<file path="src/rtl/cffe_pkg.sv">
package cffe_pkg;

  // Coordinate width after clipping; frame sides go up to 8191
  localparam int COORD_W = 13;

  localparam logic [2:0] CMD_INIT    = 3'd0;
  localparam logic [2:0] CMD_CLEAR   = 3'd1;
  localparam logic [2:0] CMD_WRITE   = 3'd2;
  localparam logic [2:0] CMD_READ    = 3'd3;
  localparam logic [2:0] CMD_FILL    = 3'd4;
  localparam logic [2:0] CMD_OUTLINE = 3'd5;

  // Rectangle as handed to the clip unit
  typedef struct packed {
    logic signed [17:0] rx;
    logic signed [17:0] ry;
    logic signed [15:0] rw;
    logic signed [15:0] rh;
  } rect_t;

  // Clipped span: columns [x0, x1), rows [y0, y1)
  typedef struct packed {
    logic               nonempty;
    logic [COORD_W-1:0] x0;
    logic [COORD_W-1:0] x1;
    logic [COORD_W-1:0] y0;
    logic [COORD_W-1:0] y1;
  } clip_t;

endpackage

</file>
<file path="src/rtl/cffe_clip.sv">
module cffe_clip import cffe_pkg::*; #(
  parameter int FRAME_COLUMNS = 320,
  parameter int FRAME_ROWS    = 200
) (
  input  rect_t rect,
  output clip_t res
);

  localparam logic signed [18:0] COLS_S = 19'(FRAME_COLUMNS);
  localparam logic signed [18:0] ROWS_S = 19'(FRAME_ROWS);

  logic signed [18:0] rx_w, ry_w, rw_w, rh_w;
  logic signed [18:0] sx1, sy1, x0_w, y0_w, x1_w, y1_w;

  assign rx_w = {rect.rx[17], rect.rx};
  assign ry_w = {rect.ry[17], rect.ry};
  assign rw_w = {{3{rect.rw[15]}}, rect.rw};
  assign rh_w = {{3{rect.rh[15]}}, rect.rh};

  assign sx1 = rx_w + rw_w;
  assign sy1 = ry_w + rh_w;

  assign x0_w = (rx_w < 19'sd0) ? 19'sd0 : rx_w;
  assign y0_w = (ry_w < 19'sd0) ? 19'sd0 : ry_w;
  assign x1_w = (sx1 > COLS_S) ? COLS_S : sx1;
  assign y1_w = (sy1 > ROWS_S) ? ROWS_S : sy1;

  assign res.nonempty = (rect.rw > 16'sd0) && (rect.rh > 16'sd0) &&
                        (x0_w < x1_w) && (y0_w < y1_w);
  // Only meaningful when nonempty, then all values lie within the frame
  assign res.x0 = x0_w[COORD_W-1:0];
  assign res.x1 = x1_w[COORD_W-1:0];
  assign res.y0 = y0_w[COORD_W-1:0];
  assign res.y1 = y1_w[COORD_W-1:0];

endmodule

</file>
<file path="config.mk">
export PLATFORM = sky130hd
export DESIGN_NAME = cffe_clip
export DESIGN_NICKNAME = d
export VERILOG_FILES = /design/src/rtl/cffe_pkg.sv /design/src/rtl/cffe_clip.sv
export SDC_FILE = /design/constraint.sdc
export NUM_CORES = 1
export LEC_CHECK = 0
export BUFFER_PORTS_ARGS = -buffer_cell sky130_fd_sc_hd__buf_2
export CELL_PAD_IN_SITES_DETAIL_PLACEMENT = 0
export CELL_PAD_IN_SITES_GLOBAL_PLACEMENT = 1
export CORE_MARGIN = 2
export CORE_UTILIZATION = 33
export DETAILED_ROUTE_END_ITERATION = 10
export PLACE_DENSITY = 0.87
export SKIP_LAST_GASP = 1
export SLEW_MARGIN = 20
export SYNTH_ARGS = -nofsm -noshare
export SYNTH_HDL_FRONTEND = slang
export SYNTH_SLANG_ARGS = --single-unit
</file>
<file path="constraint.sdc">
create_clock -name vclk -period 5.7
set_clock_uncertainty 0.2 [all_clocks]
set_input_delay 0.57 -clock vclk [all_inputs]
set_output_delay 0.57 -clock vclk [all_outputs]
set_load 0.1 [all_outputs]
</file>
==> impl_metrics.yaml, run 1 <==
critical_path:
  cp_max_fo: 4
  path_delay_family: "compound AO/OA/AOI/OAI gates"
  critPathRequiredTime_ns: 4.93
  path_class: "in2out"
  crit_buf_inv: 3
  worstPathArrival_ns: 5.01
  cp-end-kind: "output port"
  cp_cell_sequence: "buf_4 > ha_4 > fa_2 > buf_4 > xor2_1 > nor3_1 > a211oi_1 > o32a_1 > o21ai_1 > o2111ai_2 > nor4_4 > o21ai_2 > ha_1 > a21o_1 > a21oi_2 > nor2b_1 > o21ai_1 > a21oi_1 > a211oi_2 > o211ai_1 > or3_4 > a211oi_4 > buf_12"
  slowest_delay_ns: 0.41
  start_kind: "input port"
  crit_slowest_cell: "nor4_4"
layout:
  design.seq.count: 0
  ff_latch_area_um2: 0
  area_delta_synth_final_pct: 53.4
  fin_area_mm2: 0.00542
  nFillCells: 995
  fin_cells: 871
  clkbuf_count: 0
  multiInputGateArea_mm2: 0.00365
  final_layout_size_suffix_gt1_frac: 0.394
  fin_nets: 874
grt:
  grt_pass1_wl_um: 22500
  first_global_vias: 4793
  grt_usage: 0.233
  grt_max_degree: 18
  overflow: 0
  antenna_found_initial: 1
drt:
  topRoutingLayerUsed: "met4"
  routed_wl_um: 14300
  wl_met1_um: 6130
  dr_wl_met3_um: 800
  drc: 0
  first_pass_iters: 5
  drt_iter0_markers: 248
  vias: 4901
  wl_per_cell_um: 16.5
  vias_per_cell: 5.63
  antenna_left: 0
  met2_wirelength_um: 7080
placement:
  port_buffers: 121
  placed_area_mm2: 0.00504
  post-place-cells: 846
  hpwl_um: 11500
  gp_congestion: 0.883
job:
  maxCapViolCount: 0
status:
  violations: "setup timing"
  status: "complete, but fails checks"
sta:
  finalCritPeriodShare: 1.01
  worst_pin_slew_ns: 0.677
  rsz0062_at_grt: "yes"
  slew_viol_final: 0
  timing.fmax_mhz: 173
  setup_viol: 1
  hold_viol: 0
  holdWs_ns: 1.48
  period_needed_ns: 5.78
  timing.final.ws_setup_ns: -0.0774
  tns_ns: -0.0774
  max_slew_margin: 0.537
floorplan:
  die_area_mm2: 0.0116
  fp-row-count: 37
  initial_core_util: 0.341
  die_w_um: 108
  ios: 121
  die_y_um: 108
  core_mm2: 0.0104
synthesis:
  netlist.area_leader.share: 0.241
  yosys.area.top_type: "ha_1"
  synth_fp_nets: 657
  ys_warn_count: 0
  synth_area_mm2: 0.00354
  synth_commonest_cells: "ha_1 (68), nor2b_1 (42), a21oi_1 (40), nand2_1 (39), nor2_1 (35)"
  netlist_instances: 519
  synth.distinct_cells: 63
  syn_area_per_cell_um2: 6.81
  synthMostInstantiatedCell: "ha_1"
  seq_area_frac_synth: 0
  yosys-top-cells-area: "ha_1 (24%), nor2b_1 (7.4%), a21oi_1 (5.7%)"
pwr:
  worst_ir_drop_vdd_mv: 0.0961
  p_leak_nw: 2.63
  total_power_mw: 0.950
  powerDensity_mw_per_mm2: 175
clock_network:
  cts_hold_buffers: 0
hold_path:
  hp-class: "in2out"
## path summary, 6_finish.rpt
kind,start,to,cells past startpoint
worst max-delay path,rect[32],res[52],23
worst min-delay path,rect[62],res[51],3
## layer usage
layer	GRT usage	vias up
met5	0	-
met4	0.0247	0
met3	0.00605	31
met2	0.443	212
met1	0.301	2283
li1	-	2375
## kinds of logic after synthesis
logic type               synth area share
XOR/XNOR                           0.0520
AND/OR/NAND/NOR                     0.349
AO/OA/AOI/OAI                       0.289
adder cells (fa/ha/maj)             0.252
buffers and inverters              0.0573
## placed cells by master (no fill, tap or decap), types with 7 or more instances in the layout
| cell type | instances |
|---|---|
| nor2_1 | 35 |
| nor3_1 | 12 |
| nor4_1 | 10 |
| ha_1 | 59 |
| xor2_1 | 9 |
| a21oi_2 | 7 |
| buf_2 | 118 |
| a21o_1 | 8 |
| o211ai_1 | 7 |
| o21a_1 | 7 |
| inv_1 | 30 |
| o21ai_1 | 9 |
| buf_4 | 112 |
| a21oi_1 | 32 |
| nand3_1 | 14 |
| ha_4 | 8 |
| nand4_1 | 17 |
| nand2b_1 | 10 |
| nand2_1 | 39 |
| or2_2 | 7 |
| o21ai_0 | 24 |
| xnor2_1 | 12 |
| nor2b_1 | 42 |
| and2_1 | 10 |
## final cells by class
class / instances / share of cell area
multi-input combinational: 470 / 0.673
timing repair buffer: 233 / 0.273
tap: 136 / 0.0314
inverter: 31 / 0.0219
antenna: 1 / 0.000461
## stage by stage
step / setup slack (ns) / utilization
6_report: -0.0774 / 0.523
5_1_grt: -0.259 / 0.523
4_1_cts: 0.00924 / 0.515
3_5_place_dp: -0.227 / 0.486
3_3_place_gp: -0.303 / 0.486
2_1_floorplan: -0.143 / -
## tightest hold or removal path, delay by kind of cell
family                 cells  cell delay (ns)
buffers and inverters      2             0.40
and+or+nand+nor            1             0.14
## power breakdown
part | leakage, nW | internal [mW] | switching [mW] | total [mW]
clock | 0.00000634 | 0.0000000235 | 0 | 0.0000000235
sequential | 0 | 0 | 0 | 0
combinational | 2.63 | 0.340 | 0.610 | 0.950
## repair_timing
| action | CTS | global route |
|---|---|---|
| setup buffers | 22 | 3 |
| gates resized for setup | 25 | 17 |
| setup endpoints to repair | 1 | 2 |
| pin swaps | 27 | 8 |
(Power assumes the default switching activity.)
==> run 2, diff against run 1 <==
Settings changed: MAX_ROUTING_LAYER set to met4, RECOVER_POWER set to 100.
==> run 2 against run 1 <==
The flow still finishes with violations (setup timing). Via count is 1.9% lower. Utilization is 0.31 points lower. Global-route usage hardly changed. Non-clock buffer count is 3 higher. Highest routed layer unchanged. Setup slack better by 0.071 ns. Combinational power is 2% lower. Sequential cell count stayed put. Final area is 0.60% lower. Die area stayed put.
==> impl_metrics.yaml, run 2 (synthesis results as in run 1) <==
layout:
  final_layout_size_suffix_gt1_frac: 0.332
  antenna_cells: 0
  final_cell_mix: "buf_4 (114), buf_2 (68), ha_1 (55)"
  area_delta_synth_final_pct: 52.5
  final_util: 0.520
  design.seq.count: 0
  clkbuf_count: 0
  ff_latch_area_um2: 0
  layout_commonest_cell: "buf_4"
  fin_nets: 877
  fin_area_mm2: 0.00539
grt:
  antenna_found_initial: 0
  first_global_vias: 4672
  grt_usage: 0.233
  overflow: 0
  grt_pass1_wl_um: 21800
  grt_max_degree: 18
sta:
  slew_viol_final: 0
  max_slew_margin: 0.210
  holdWs_ns: 1.64
  hold_viol: 0
  timing.final.ws_setup_ns: -0.00616
  timing.fmax_mhz: 175
  setup_viol: 1
  rsz0062_at_grt: "yes"
  worst_pin_slew_ns: 1.19
  period_needed_ns: 5.71
  finalCritPeriodShare: 1.00
floorplan:
  core_mm2: 0.0104
  ios: 121
  die_w_um: 108
  die_area_mm2: 0.0116
  fp-row-count: 37
  die_y_um: 108
  initial_core_util: 0.341
placement:
  placed_area_mm2: 0.00509
  place_ws_ns: -0.329
  port_buffers: 121
  gp_congestion: 0.877
  hpwl_um: 11200
critical_path:
  critPathRequiredTime_ns: 4.93
  cp-end-kind: "output port"
  critPathLaunch: "rect[35]"
  path_class: "in2out"
  start_kind: "input port"
  worstPathArrival_ns: 4.94
  cp-endpoint: "res[52]"
  cp_max_fo: 4
pwr:
  power.switching_mw: 0.602
  powerDensity_mw_per_mm2: 173
  p_int_mw: 0.329
  worst_ir_drop_vdd_mv: 0.0981
  pwr-share-seq: 0
  p_leak_nw: 2.46
  switching_share: 0.647
  combPwrFrac: 1.000
  clkPwrFrac: 0
job:
  maxCapViolCount: 0
drt:
  drt_iter0_markers: 199
  vias: 4807
  vias_per_cell: 5.51
  antenna_left: 0
  wl_per_cell_um: 15.6
  drc: 0
  first_pass_iters: 4
  routed_wl_um: 13600
status:
  violations: "setup timing"
  status: "complete, but fails checks"
clock_network:
  cts_hold_buffers: 0
hold_path:
  hp-class: "in2out"
[run 2: critical path, cell delays in order]
cell and delay (ns):
buf_2 0.12, ha_1 0.32, o21ai_1 0.11, nor3_2 0.26, nor3_2 0.10, or4_4 0.51
nand4_1 0.10, or3b_4 0.39, nor4_4 0.37, o21ai_2 0.10, ha_1 0.32, a21o_1 0.16
a21oi_1 0.14, nor2b_1 0.06, o21ai_1 0.11, a21oi_1 0.09, a211oi_2 0.20, o211ai_1 0.10
or3_4 0.35, a211oi_4 0.23, buf_12 0.21
[run 2: power groups by stage]
| stage | Sequential (mW) | Combinational, mW | Clock [mW] |
|---|---|---|---|
| 2_1_floorplan | 0 | 0.622 | 0 |
| 3_3_place_gp | 0 | 0.866 | 0 |
| 3_5_place_dp | 0 | 0.873 | 0 |
| 4_1_cts | 0 | 0.922 | 0 |
| 5_1_grt | 0 | 1.00 | 0 |
| 6_report | 0 | 0.931 | 0 |
[run 2: how the worst min path moves through the flow]
stage	from	endpoint	cells after the start
floorplan	rect[67]	res[39]	1
global placement	rect[62]	res[51]	3
detailed placement	rect[61]	res[50]	3
CTS	rect[61]	res[50]	3
global route	rect[61]	res[50]	3
finish	rect[15]	res[52]	8
[run 2: metrics by stage]
stage               instances   TNS, ns  power [mW]
finish                    873  -0.00616       0.931
global route              873    -0.232        1.00
CTS                       873         0       0.922
detailed placement        852    -0.329       0.873
global placement          852    -0.318       0.866
floorplan                 519    -0.143       0.622
[run 2: area by class of cell]
| class | instances | area, µm² |
|---|---|---|
| fill | 1056 | 4980 |
| inverter | 31 | 116 |
| multi-input combinational | 470 | 3680 |
| tap | 136 | 170 |
| timing repair buffer | 236 | 1420 |
[run 2: timing repair]
| item | 4_1_cts | 5_1_grt |
|---|---|---|
| cloned | 1 | 0 |
| setup buffers | 20 | 0 |
| pin swaps | 31 | 4 |
| setup endpoints to repair | 1 | 1 |
| resized for setup | 30 | 10 |
[run 2: per-layer routing]
layer | vias up | global-route usage | part of all wire
li1 | 2376 | - | -
met2 | 170 | 0.430 | 0.49
met3 | 20 | 0.00787 | 0.045
met5 | - | - | 0
met4 | 0 | 0.0220 | 0.013
met1 | 2241 | 0.293 | 0.45
